### src/rtl/core/dfmt_pkg.sv
// ----------------------------------------------------------------------------
// dfmt_pkg
// Shared types and constants for the decimal ASCII formatter.
// ----------------------------------------------------------------------------
package dfmt_pkg;

  localparam int unsigned CharWidth  = 6;
  localparam int unsigned CountWidth = 4;

  typedef logic [3:0] bcd_digit_t;

  localparam logic [CharWidth-1:0] CHAR_ZERO = 6'd48;
  localparam bcd_digit_t BCD_FIVE  = 4'd5;
  localparam bcd_digit_t BCD_THREE = 4'd3;

endpackage

### src/rtl/core/decimal_ascii_formatter.sv
// ----------------------------------------------------------------------------
// decimal_ascii_formatter
// Unsigned binary to decimal ASCII text, most significant digit first.
// ----------------------------------------------------------------------------
// Input channel: in_valid_i / in_stall_o carry one value_i per item.
// Output channel: out_valid_o / out_stall_i carry one character per item,
// with last_o on the final digit and digit_count_o on every digit of a run.
// Leading zeros are dropped; zero gives the single character '0'.
// Steps per value:
//   bit-serial double dabble (shift-add-3) over all VALUE_WIDTH bits,
//   then leading zeros are dropped one digit at a time,
//   then one digit per cycle into the output register while the
//   receiver does not stall.
// A new value is taken only after the last digit of the current one
// has entered the output register.
// The next value is accepted while the last digit still waits at the output.
// A stall on the output freezes the current digit and the digit shifter.
// Reset (rst_ni low, asynchronous) returns to idle and drops the output.
// Digit count wraps modulo 16 when VALUE_WIDTH is raised to 50 or more.
// ----------------------------------------------------------------------------
module decimal_ascii_formatter #(
  parameter int unsigned VALUE_WIDTH = 32
) (
  input  logic                                clk_i,
  input  logic                                rst_ni,
  input  logic                                in_valid_i,
  output logic                                in_stall_o,
  input  logic [VALUE_WIDTH-1:0]              value_i,
  output logic                                out_valid_o,
  input  logic                                out_stall_i,
  output logic [dfmt_pkg::CharWidth-1:0]      character_o,
  output logic                                last_o,
  output logic [dfmt_pkg::CountWidth-1:0]     digit_count_o
);
  import dfmt_pkg::*;

  localparam int unsigned NDIG = (VALUE_WIDTH * 30103) / 100000 + 1;
  localparam int unsigned CW   = $clog2(NDIG + 1);
  localparam int unsigned BW   = $clog2(VALUE_WIDTH + 1);

  typedef enum logic [1:0] {
    ST_IDLE,
    ST_CONV,
    ST_SKIP,
    ST_EMIT
  } state_e;

  state_e                   state_q;
  logic [VALUE_WIDTH-1:0]   val_q;
  logic [BW-1:0]            bits_q;
  bcd_digit_t               bcd_q [NDIG];
  bcd_digit_t               dab_d [NDIG];
  bcd_digit_t               sft_d [NDIG];
  logic [CW-1:0]            cnt_q;
  logic [CW-1:0]            rem_q;
  logic                     out_valid_q;
  logic [CharWidth-1:0]     char_q;
  logic                     last_q;
  logic [CountWidth-1:0]    dcnt_q;
  logic                     slot_free;

  // add-3 correction and one-bit shift through all digits
  always_comb begin
    bcd_digit_t adj [NDIG];
    for (int i = 0; i < NDIG; i++) begin
      adj[i] = (bcd_q[i] >= BCD_FIVE) ? bcd_q[i] + BCD_THREE : bcd_q[i];
    end
    dab_d[0] = {adj[0][2:0], val_q[VALUE_WIDTH-1]};
    for (int i = 1; i < NDIG; i++) begin
      dab_d[i] = {adj[i][2:0], adj[i-1][3]};
    end
  end

  // one-digit shift toward the top
  always_comb begin
    sft_d[0] = '0;
    for (int i = 1; i < NDIG; i++) begin
      sft_d[i] = bcd_q[i-1];
    end
  end

  assign slot_free = !out_valid_q || !out_stall_i;

  always_ff @(posedge clk_i or negedge rst_ni) begin
    if (!rst_ni) begin
      state_q     <= ST_IDLE;
      out_valid_q <= 1'b0;
      val_q       <= '0;
      bits_q      <= '0;
      for (int i = 0; i < NDIG; i++) begin
        bcd_q[i] <= '0;
      end
      cnt_q       <= '0;
      rem_q       <= '0;
      char_q      <= '0;
      last_q      <= 1'b0;
      dcnt_q      <= '0;
    end else begin
      if (out_valid_q && !out_stall_i) begin
        out_valid_q <= 1'b0;
      end
      case (state_q)
        ST_IDLE: begin
          if (in_valid_i) begin
            val_q  <= value_i;
            bits_q <= BW'(VALUE_WIDTH);
            cnt_q  <= CW'(NDIG);
            for (int i = 0; i < NDIG; i++) begin
              bcd_q[i] <= '0;
            end
            state_q <= ST_CONV;
          end
        end
        ST_CONV: begin
          bcd_q  <= dab_d;
          val_q  <= val_q << 1;
          bits_q <= bits_q - BW'(1);
          if (bits_q == BW'(1)) begin
            state_q <= ST_SKIP;
          end
        end
        ST_SKIP: begin
          if (cnt_q > CW'(1) && bcd_q[NDIG-1] == '0) begin
            bcd_q <= sft_d;
            cnt_q <= cnt_q - CW'(1);
          end else begin
            rem_q   <= cnt_q;
            state_q <= ST_EMIT;
          end
        end
        ST_EMIT: begin
          if (slot_free) begin
            out_valid_q <= 1'b1;
            char_q      <= CHAR_ZERO + CharWidth'(bcd_q[NDIG-1]);
            last_q      <= (rem_q == CW'(1));
            dcnt_q      <= CountWidth'(cnt_q);
            bcd_q       <= sft_d;
            rem_q       <= rem_q - CW'(1);
            if (rem_q == CW'(1)) begin
              state_q <= ST_IDLE;
            end
          end
        end
        default: state_q <= ST_IDLE;
      endcase
    end
  end

  assign in_stall_o    = (state_q != ST_IDLE);
  assign out_valid_o   = out_valid_q;
  assign character_o   = char_q;
  assign last_o        = last_q;
  assign digit_count_o = dcnt_q;

`ifndef NO_ASSERTIONS
  a_char_range: assert property (@(posedge clk_i) disable iff (!rst_ni)
    out_valid_o |-> (character_o >= CHAR_ZERO && character_o <= CHAR_ZERO + 6'd9))
    else $error("character out of digit range");

  a_accept_conv: assert property (@(posedge clk_i) disable iff (!rst_ni)
    (in_valid_i && !in_stall_o) |=> (state_q == ST_CONV))
    else $error("accepted item did not start conversion");

  a_mid_run_busy: assert property (@(posedge clk_i) disable iff (!rst_ni)
    (out_valid_o && !last_o) |-> (state_q == ST_EMIT))
    else $error("run interrupted before last digit");

  a_next_digit: assert property (@(posedge clk_i) disable iff (!rst_ni)
    (out_valid_o && !last_o && !out_stall_i) |=> out_valid_o)
    else $error("gap inside a digit run");
`endif

endmodule
### config.mk
export PLATFORM = sky130hd
export DESIGN_NAME = decimal_ascii_formatter
export DESIGN_NICKNAME = d
export VERILOG_FILES = /design/src/rtl/core/dfmt_pkg.sv /design/src/rtl/core/decimal_ascii_formatter.sv
export SDC_FILE = /design/constraint.sdc
export NUM_CORES = 1
export LEC_CHECK = 0
export BUFFER_PORTS_ARGS = -buffer_cell sky130_fd_sc_hd__buf_2
export CAP_MARGIN = 40
export CORE_UTILIZATION = 55
export CTS_CLUSTER_SIZE = 28
export DETAILED_ROUTE_END_ITERATION = 16
export PLACE_DENSITY = 0.75
export REMOVE_ABC_BUFFERS = 1
export SLEW_MARGIN = 20
export SYNTH_ARGS = -nofsm -noshare
export SYNTH_HDL_FRONTEND = slang
export SYNTH_SLANG_ARGS = --single-unit
### constraint.sdc
create_clock -name clk_i -period 2.41 [get_ports clk_i]
set_input_delay 0.482 -clock clk_i [delete_from_list [all_inputs] [get_ports clk_i]]
set_output_delay 0.482 -clock clk_i [all_outputs]
set_load 0.01 [all_outputs]
* Yosys cells after proc, flatten, opt, wreduce, memory -nomap -nowiden *
Index checks and enable logic that the tools add are counted.

word-level totals
  flip-flop bits (word level) = 100
  memory bits (writable) = 0
  bits in latches = 0
  ROM bits = 0
  bits of input ports = 36
  memories kept = 0

operators by class
  shifts and indexed selects = 0
  $lt $le $gt $ge = 11
  equality and inequality tests = 11
  reduce and logical (&&, ||, !) cells = 17
  divide/modulo/power cells = 0
  multiply operators = 0
  multiplexer cells = 33
  bitwise gates (word level) = 0
  $add $sub $neg = 14

operators by type and width
  cell                                                           number
  case mux 40 bit (4 select lines)                               1
  2-to-1 mux 40 bit                                              3
  case mux 32 bit (2 select lines)                               1
  2-to-1 mux 4 bit                                               13
  >= comparator 4 x 3 -> 1 bit, second input constant            10
  adder 4 x 2 -> 4 bit, second input constant                    9
  2-to-1 mux 32 bit                                              1
  case mux 4 bit (2 select lines)                                2
  != test 2 bit, second input constant                           6
  case mux 6 bit (2 select lines)                                1
  2-to-1 mux 2 bit                                               5
  AND reduction 3 bit                                            3
  case mux 2 bit (4 select lines)                                1
  nonzero test 2 bit                                             4
  subtractor 4 x 1 -> 4 bit, second input constant               2
  adder 5 x 5 -> 6 bit, first input constant                     1
  == test 6 x 1 -> 1 bit, second input constant                  1
  2-to-1 mux 6 bit                                               1
  subtractor 6 x 1 -> 6 bit, second input constant               1
  AND reduction 5 bit                                            1
  == test 2 bit, second input constant                           2
  == test 4 x 1 -> 1 bit, second input constant                  1
  greater-than comparator 4 x 1 -> 1 bit, second input constant  1
  zero test 4 bit                                                1
  other kinds (9)                                                14

* Longest topological paths before layout *
Gate-level depths: netlist of run 1.

  depth after elaboration = 5
  depth in mapped cells = 9
  gate-level depth less buffers = 7

* Worst setup path after synthesis of run 1 *
No wires, ideal clock.

  path type = flip-flop to flip-flop
  start = register state_q[1]
  end = register bits_q[5]
  path buffers = 1
  required time = 2278 ps
  stages on the path, launching flop included = 9
  clock period less this slack = 1917 ps
  data arrival time = 1785 ps
  path slack = 493 ps
  cell sequence = dfrtp_1 buf_2 inv_1 ha_1 mux2i_1 or4_4 nor3_2 xnor2_1 o21ai_1

between the ends
  longest elaborated chain between the ends = 3
  elaborated cells between the ends (all ways) = 6
  classes of those cells = eq/ne (2); mux (1); reduce/logical (3)

ends and longest elaborated chain
  element                                                                      line                            source
  start: declaration                                                           decimal_ascii_formatter.sv:48   state_e state_q;
  start signal: assignment                                                     decimal_ascii_formatter.sv:86   state_q <= ST_IDLE;
  start signal: assignment                                                     decimal_ascii_formatter.sv:111  state_q <= ST_CONV;
  start signal: assignment                                                     decimal_ascii_formatter.sv:119  state_q <= ST_SKIP;
  == test 2 x 1 -> 1 bit / zero test 2 bit (equally long branches)             decimal_ascii_formatter.sv:102  case (state_q)
  nonzero test 2 bit (no source line) / != test 2 bit (equally long branches)  --
  AND reduction 2 bit (no source line)                                         --
  end signal: assignment                                                       decimal_ascii_formatter.sv:106  bits_q <= BW'(VALUE_WIDTH);
  end signal: assignment                                                       decimal_ascii_formatter.sv:117  bits_q <= bits_q - BW'(1);
  end: declaration                                                             decimal_ascii_formatter.sv:50   logic [BW-1:0] bits_q;

Several ways; a longest one is shown, not always the timed one.
A chain may end at the register's enable or synchronous reset.

* Worst setup path in the final report of run 1 *
  start = register state_q[1]
  end = register bcd_q[16] (netlist name)

between the ends
  longest elaborated chain between the ends = 3
  elaborated cells between the ends (all ways) = 9
  classes of those cells = eq/ne (6); mux (1); reduce/logical (2)

ends and longest elaborated chain
  element                                                  line                            source
  == test 2 bit / zero test 2 bit (equally long branches)  decimal_ascii_formatter.sv:102
  != test 2 bit (no source line)                           --
  AND reduction 3 bit (no source line)                     --
  end signal: assignment                                   decimal_ascii_formatter.sv:124  bcd_q <= sft_d;
  end signal: assignment                                   decimal_ascii_formatter.sv:137  bcd_q <= sft_d;
  end: declaration                                         decimal_ascii_formatter.sv:51   bcd_digit_t bcd_q [NDIG];

Several ways; a longest one is shown, not always the timed one.

==> results of run 1 <==
cell type report:
cell class	instances	area share
repair buffers	62	0.0634
well taps	133	0.0265
multi-input cells	427	0.465
flip-flops and latches	99	0.395
inverters	31	0.0185
clock buffers	14	0.0291
clock inverters	2	0.00259
routing by layer:
layer	part of all wire	routed length (µm)
met1	0.46	5300
met5	0	0
met3	0.052	602
met2	0.49	5650
met4	0.0070	81
how the worst max path moves through the flow:
| stage | startpoint | end | depth (start not counted) |
|---|---|---|---|
| 2_1_floorplan | state_q[1] | bits_q[5] | 7 |
| 3_3_place_gp | state_q[1] | bcd_q[16] | 5 |
| 3_5_place_dp | state_q[1] | bcd_q[16] | 5 |
| 4_1_cts | state_q[1] | bcd_q[16] | 5 |
| 5_1_grt | state_q[0] | bcd_q[28] | 9 |
| 6_report | state_q[1] | bcd_q[16] | 5 |
layout by cell type (no fill, tap or decap), types with 12 or more instances in the layout:
cell      count
a32oi_1      13
o21ai_0      46
nand2_1      82
ha_1         31
dfrtp_1      99
clkbuf_8     13
nor2_1       27
nand3_1      12
nand2b_1     21
buf_2        47
a21oi_1      26
xnor2_1      13
mux2i_1      36
o31ai_1      13
o21ai_1      19
inv_1        31
per-stage QoR:
step	hold WS [ns]	total power, W	utilization	instance area [µm²]
detailed placement	0.454	0.00742	0.616	6080
floorplan	0.186	0.00603	-	5500
CTS	0.0335	0.00849	0.636	6280
global placement	0.452	0.00719	0.616	6080
finish	0.0385	0.00844	0.636	6280
global route	0.0554	0.00918	0.636	6280
logic make-up after synthesis:
logic type,count (synthesis),synth area share
simple gates,172,0.152
compound gates,162,0.186
flops,99,0.440
buf+inv,61,0.0440
mux,46,0.0838
fa+ha+maj,32,0.0711
xor+xnor,15,0.0233
sequential cells by signal, summed over array words and instances (netlist names):
name and count:
bcd_q 40, val_q 32, bits_q 6, character_o 5, cnt_q 4, digit_count_o 4
rem_q 4, state_q 2, last_o 1, out_valid_o 1
where the power goes:
group	switching (W)	internal (W)	total [W]
combinational	0.00256	0.00185	0.00442
clock	0.000573	0.000494	0.00107
sequential	0.000614	0.00235	0.00296
total	0.00375	0.00469	0.00844
==> impl_metrics.tcl, run 1 <==
set metrics [dict create \
    antenna_found_initial 0 \
    grtUsageMet1 0.307 \
    cellLeakagePower_nw 2.80 \
    use_met3 0.0515 \
    wl_mm 11.6 \
    path_cells "inv_1 > ha_2 > nand2b_1 > or4b_2 > a31oi_1" \
    worst_setup_path_end_kind "register" \
    nets 698 \
    cp_num_buf_inv 1 \
    crit_path_max_fanout 11 \
    root_buffer "clkbuf_8" \
    synthDistinctLibCells 57 \
    die_h_um 103 \
    finalNonFillerCells 768 \
    period_share 0.876 \
    grt_use_met2 0.409 \
    powerDensity_mw_per_mm2 1340 \
    clkLatencyLatePin_ns 0.37 \
    rsz0062_at_grt "false" \
    tns_ns 0 \
    synth_seq_cells 99 \
    antennaDiodeCount 0 \
    critical-path-max-stage-delay_ns 0.72 \
    cts_tree "done" \
    design.die.area_mm2 0.0106 \
    layout-drive-gt1-share 0.159 \
    synth.most_common_cell "dfrtp_1" \
    setup_viol 0 \
    period_minus_slack_ns 2.11 \
    wire_per_inst_um 15.2 \
    clk_pin_slew_ns 0.10 \
    detail_route.iter0.violations 273 \
    multi_input_area_mm2 0.00292 \
    coreArea_mm2 0.00986 \
    synthTopCellsByCount "dfrtp_1, nand2_1, o21ai_0, mux2i_1, ha_1" \
    grt_pass1_wl_mm 20.1 \
    port_buffers 48 \
    netlist_top_cells_area "dfrtp_1, ha_1, mux2i_1" \
    ys_warn_count 0 \
    async_flop_share 1.00 \
    synth_top_flop_cell "dfrtp_1" \
    dr.pass1.iters 4 \
    r2r_cells 5 \
    clockBufferDepth 2 \
    grt-ovfl-total 0 \
    status "completed" \
    cp_top_family "simple AND/OR/NAND/NOR gates" \
    dp_cells 752 \
    cts_max_level 3 \
    r2r-end "bcd_q[16]" \
    r2r_start "state_q[1]" \
    ios 49 \
    grt_pass1_vias 4401 \
    final_antenna_net_count 0 \
    critPathLaunchType "register" \
    drc 0 \
    finalHoldViolCount 0 \
    cap_viol_max_count 0 \
    synth-edff-count 0 \
    hold_buffers 0 \
    worst_slack_ns 0.298 \
    via_per_inst 5.79 \
    cts_buffers 9 \
    vias 4444 \
    synth_top_area_cell "dfrtp_1" \
    num_rows 36 \
    fin_skew_ns 0.0163 \
    regToRegSetupSlack_ns 0.30 \
    seq_area_mm2 0.00248 \
    syn_area_per_cell_um2 9.59 \
    fmax_ghz 0.473 \
    grt_max_degree 67 \
    fillerInstances 823 \
    clock-sinks 99 \
    syn2layout_area_growth_pct 11.6 \
    cpMaxStageDelayCell "or4b_2" \
    cts_setup_buffers 0 \
    busiest_layer "met2" \
    die_w_um 103 \
    maxSlewViolCount 0 \
    ys_seq_area_frac 0.440 \
    netlist_area_mm2 0.00563 \
    irDropWorstVdd_mv 0.747 \
    gp_congestion 0.897 \
    place_ws_ns 0.300 \
    hp-class "primary input to asynchronous set/reset pin" \
    start_util 0.571 \
    critPathKind "register to register" \
    hpwl_mm 7.97 \
    worstPathArrival_ns 2.41 \
    cts_resized 0 \
    cp.required_ns 2.71 \
    grt_usage 0.241 \
    slew_headroom 0.688 \
    tightestPinTransition_ns 0.468 \
    synth_top_area_frac 0.440 \
    synth_cells 587 \
]
No activity file was read; power rests on OpenSTA's default activity.
==> run 2, diff against run 1 <==
==> constraint.sdc (replaced) <==
create_clock -name clk_i -period 2.41 [get_ports clk_i]
set_input_delay 0.3615 -clock clk_i [delete_from_list [all_inputs] [get_ports clk_i]]
set_output_delay 0.3615 -clock clk_i [all_outputs]
set_load 0.01 [all_outputs]
==> impl_metrics.tcl, run 2 (synthesized netlist as in run 1, its figures left out) <==
set metrics [dict create \
    r2r_cells 5 \
    grt-ovfl-total 0 \
    nets 698 \
    antennaDiodeCount 0 \
    place_ws_ns 0.281 \
    clockBufferDepth 2 \
    reg.largest.list "bcd_q: 40 flops, val_q: 32 flops, bits_q: 6 flops" \
    final_antenna_net_count 0 \
    finalHoldViolCount 0 \
    finalNonFillerCells 768 \
    design.die.area_mm2 0.0106 \
    num_rows 36 \
    fin_skew_ns 0.00937 \
    dr.pass1.iters 5 \
    critPathLaunchType "register" \
    period_minus_slack_ns 2.13 \
    max_flop_register "bcd_q" \
    fmax_ghz 0.470 \
    syn2layout_area_growth_pct 11.6 \
    layout-drive-gt1-share 0.159 \
    cts_buffers 9 \
    via_per_inst 5.80 \
    gp_congestion 0.871 \
    cts_max_level 3 \
    hpwl_mm 7.83 \
    layout_common_cells "dfrtp_1, nand2_1, buf_2" \
    crit_path_end "bcd_q[16]" \
    worst_slack_ns 0.284 \
    grt_pass1_wl_mm 19.5 \
    slew_headroom 0.677 \
    maxSlewViolCount 0 \
    vias 4454 \
    cts_setup_buffers 0 \
    clkLatencyLatePin_ns 0.38 \
    die_h_um 103 \
    worstPathArrival_ns 2.42 \
    coreArea_mm2 0.00986 \
    drc 0 \
    powerDensity_mw_per_mm2 1350 \
    rsz0062_at_grt "false" \
    hold_ws_ns 0.206 \
    crit_path_max_fanout 11 \
    dp_cells 751 \
    critPathKind "register to register" \
    detail_route.iter0.violations 227 \
    hp-class "primary input to register" \
    antenna_found_initial 0 \
    grt_usage 0.237 \
    irDropWorstVdd_mv 0.678 \
    cap_viol_max_count 0 \
    root_buffer "clkbuf_8" \
    cts_tree "done" \
    die_w_um 103 \
    startpoint "state_q[1]" \
    wl_mm 11.6 \
    largest_reg_flops 40 \
    tightestPinTransition_ns 0.485 \
    r2r_start "state_q[1]" \
    setup_viol 0 \
    grt_pass1_vias 4162 \
    clk_pin_slew_ns 0.09 \
    postLayoutCoreUtil 0.637 \
    clock-sinks 99 \
    grt_max_degree 67 \
    regToRegSetupSlack_ns 0.28 \
    period_share 0.882 \
    wire_per_inst_um 15.1 \
    final_common_cell "dfrtp_1" \
    port_buffers 48 \
    ios 49 \
    status "completed" \
    worst_setup_path_end_kind "register" \
    cellLeakagePower_nw 2.80 \
    r2r-end "bcd_q[16]" \
    cp.required_ns 2.71 \
    start_util 0.571 \
]
## run 2: per-layer routing
layer  up-vias  track usage  routed length (µm)
met5         -            0                   0
met4         0       0.0823                 193
met3        20       0.0569                 585
met2       135        0.388                5560
met1      2124        0.308                5250
li1       2175            -                   -
## run 2: critical path: stages, from the launching register on
cell and delay (ns):
dfrtp_1 0.39, inv_1 0.14, ha_2 0.32, nand2b_1 0.30
or4b_2 0.72, a31oi_1 0.17
## run 2: worst min path at each step
stage / startpoint / endpoint / slack (ns) / cells past startpoint
6_report: value_i[0] / val_q[0] / 0.21 / 2
5_1_grt: value_i[0] / val_q[0] / 0.19 / 2
4_1_cts: value_i[0] / val_q[0] / 0.19 / 2
3_5_place_dp: rst_ni / bcd_q[18] / 0.36 / 1
3_3_place_gp: rst_ni / bcd_q[18] / 0.35 / 1
2_1_floorplan: rst_ni / bcd_q[0] / 0.07 / 0
## run 2: area by class of cell
class	count	area, µm²
multi-input combinational	427	2920
inverter	31	116
timing repair buffer	62	400
tap	133	166
clock buffer	10	138
sequential	99	2480
fill	823	3580
clock inverter	6	63.8
## run 2: power by group
| part | switching (W) | internal (W) |
|---|---|---|
| logic | 0.00257 | 0.00185 |
| clock network | 0.000579 | 0.000508 |
| registers | 0.000609 | 0.00235 |
| total | 0.00375 | 0.00471 |
## run 2: per-stage QoR
stage               cell area, µm²  power (W)  setup TNS (ns)
finish                        6280    0.00846               0
global route                  6280    0.00921               0
floorplan                     5500    0.00603         -127.98
detailed placement            6070    0.00740               0
global placement              6070    0.00719               0
CTS                           6280    0.00851               0
## run 2: timing repair
action | CTS | global route
gates resized for setup | 0 | 0
endpoints found under the hold margin | 34 | 0
hold buffers | 1 | 0
==> run 3, diff against run 2 <==
CELL_PAD_IN_SITES_DETAIL_PLACEMENT = 0   (was not set)
CELL_PAD_IN_SITES_GLOBAL_PLACEMENT = 2   (was not set)
CORE_UTILIZATION = 38   (was 55)
PLACE_DENSITY = 0.81   (was 0.75)
==> impl_metrics.tcl, run 3 (synthesized netlist as in run 1, its figures left out) <==
set metrics [dict create \
    fin_area_mm2 0.00645 \
    powerDensity_mw_per_mm2 1370 \
    via_per_inst 5.35 \
    worstPathArrival_ns 2.40 \
    cts_buffers 9 \
    layout_common_cells "dfrtp_1, nand2_1, buf_2" \
    root_buffer "clkbuf_16" \
    status "completed" \
    drc 0 \
    final_antenna_net_count 0 \
    grt_usage 0.184 \
    hp-class "primary input to asynchronous set/reset pin" \
    irDropWorstVdd_mv 0.594 \
    postLayoutCoreUtil 0.446 \
    antenna_found_initial 0 \
    period_share 0.891 \
    maxSlewViolCount 0 \
    finalHoldViolCount 0 \
    hold_buffers 0 \
    r2r-end "bcd_q[2]" \
    cts_setup_buffers 0 \
    r2r_cells 7 \
    start_util 0.389 \
    power.share.clock 0.164 \
    nets 700 \
    p_seq_frac 0.334 \
    largest_reg_flops 40 \
    regToRegSetupSlack_ns 0.26 \
    finalNonFillerCells 821 \
    cts_max_level 3 \
    setup_viol 0 \
    detail_route.iter0.violations 229 \
    rsz0062_at_grt "false" \
    syn2layout_area_growth_pct 14.7 \
    vias 4390 \
    slew_headroom 0.449 \
    clockBufferDepth 2 \
    p_comb_frac 0.502 \
    critPathKind "register to register" \
    cts_resized 0 \
    num_rows 44 \
    swShare 0.433 \
    design.die.area_mm2 0.0153 \
    placed_area_mm2 0.00617 \
    r2r_start "cnt_q[0]" \
    cp.required_ns 2.66 \
    grt_pass1_vias 4248 \
    die_h_um 124 \
    wl_mm 12.8 \
    hpwl_mm 8.59 \
    grt_max_degree 67 \
    crit_path_end "bcd_q[2]" \
    die_w_um 124 \
    crit_path_max_fanout 9 \
    layout-drive-gt1-share 0.159 \
    reg.largest.list "bcd_q: 40 flops, val_q: 32 flops, bits_q: 6 flops" \
    dp_cells 805 \
    worst_slack_ns 0.262 \
    tightestPinTransition_ns 0.826 \
    dr.pass1.iters 4 \
    fin_skew_ns 0.00994 \
    tns_ns 0 \
    fmax_ghz 0.466 \
    clkLatencyLatePin_ns 0.35 \
    cap_viol_max_count 0 \
    fillerInstances 1369 \
    critPathLaunchType "register" \
    cts_tree "done" \
    power_switching_w 0.00383 \
    final_common_cell "dfrtp_1" \
    ios 49 \
    period_minus_slack_ns 2.15 \
    cellLeakagePower_nw 2.85 \
    clock-sinks 99 \
    place_ws_ns 0.252 \
    grt-ovfl-total 0 \
    clk_pin_slew_ns 0.07 \
    internal_power_w 0.00501 \
    gp_congestion 0.761 \
    coreArea_mm2 0.0145 \
    wire_per_inst_um 15.6 \
    max_flop_register "bcd_q" \
    worst_setup_path_end_kind "register" \
    port_buffers 48 \
    startpoint "cnt_q[0]" \
    grt_pass1_wl_mm 21.6 \
    antennaDiodeCount 0 \
]
-- run 3: cell count changes in the layout (fill, tap and decap cells not counted), moves of 3 or more --
| cell | delta |
|---|---|
| clkbuf_8 | -10 |
| buf_4 | +3 |
| clkbuf_16 | +9 |
| clkbuf_1 | +3 |
-- run 3: how the worst min path moves through the flow --
stage	slack (ns)	cells past startpoint	endpoint	start
2_1_floorplan	0.07	0	bcd_q[0]	rst_ni
3_5_place_dp	0.44	1	bcd_q[28]	rst_ni
5_1_grt	0.09	1	bcd_q[28]	rst_ni
3_3_place_gp	0.44	1	val_q[25]	rst_ni
4_1_cts	0.06	1	bcd_q[28]	rst_ni
6_report	0.04	1	bcd_q[28]	rst_ni
-- run 3: area by class of cell --
type	count	area, µm²	area share
inverter	31	116	0.0180
sequential	99	2480	0.384
clock buffer	12	236	0.0366
timing repair buffer	64	413	0.0640
multi-input combinational	427	2930	0.454
clock inverter	4	51.3	0.00795
tap	184	230	0.0357
-- run 3: power by group through the flow --
stage                     clock [W]  sequential, W  combinational [W]
after floorplan                   0        0.00288            0.00315
after global placement            0        0.00296            0.00438
after detailed placement          0        0.00299            0.00447
after CTS                   0.00150        0.00296            0.00451
after global routing        0.00156        0.00306            0.00503
final                       0.00145        0.00295            0.00444
-- run 3: layer usage --
| metal | wire length [µm] | part of all wire | GRT usage | up-vias |
|---|---|---|---|---|
| li1 | - | - | - | 2182 |
| met1 | 6170 | 0.48 | 0.241 | 2122 |
| met2 | 5900 | 0.46 | 0.298 | 71 |
| met3 | 493 | 0.039 | 0.0371 | 15 |
| met4 | 222 | 0.017 | 0.0738 | 0 |
| met5 | 0 | 0 | 0 | - |
-- run 3: critical path: stages (launching register included) --
cell	delay, ns
dfrtp_1	0.46
inv_1	0.13
ha_1	0.23
nor2_1	0.33
o31ai_4	0.13
a21boi_2	0.25
nand2b_2	0.23
o31ai_1	0.29
-- run 3: metrics by stage --
step | hold WS [ns] | total power, W
5_1_grt | 0.0878 | 0.00965
2_1_floorplan | 0.0659 | 0.00603
6_report | 0.0399 | 0.00884
4_1_cts | 0.0602 | 0.00896
3_5_place_dp | 0.440 | 0.00746
3_3_place_gp | 0.443 | 0.00734
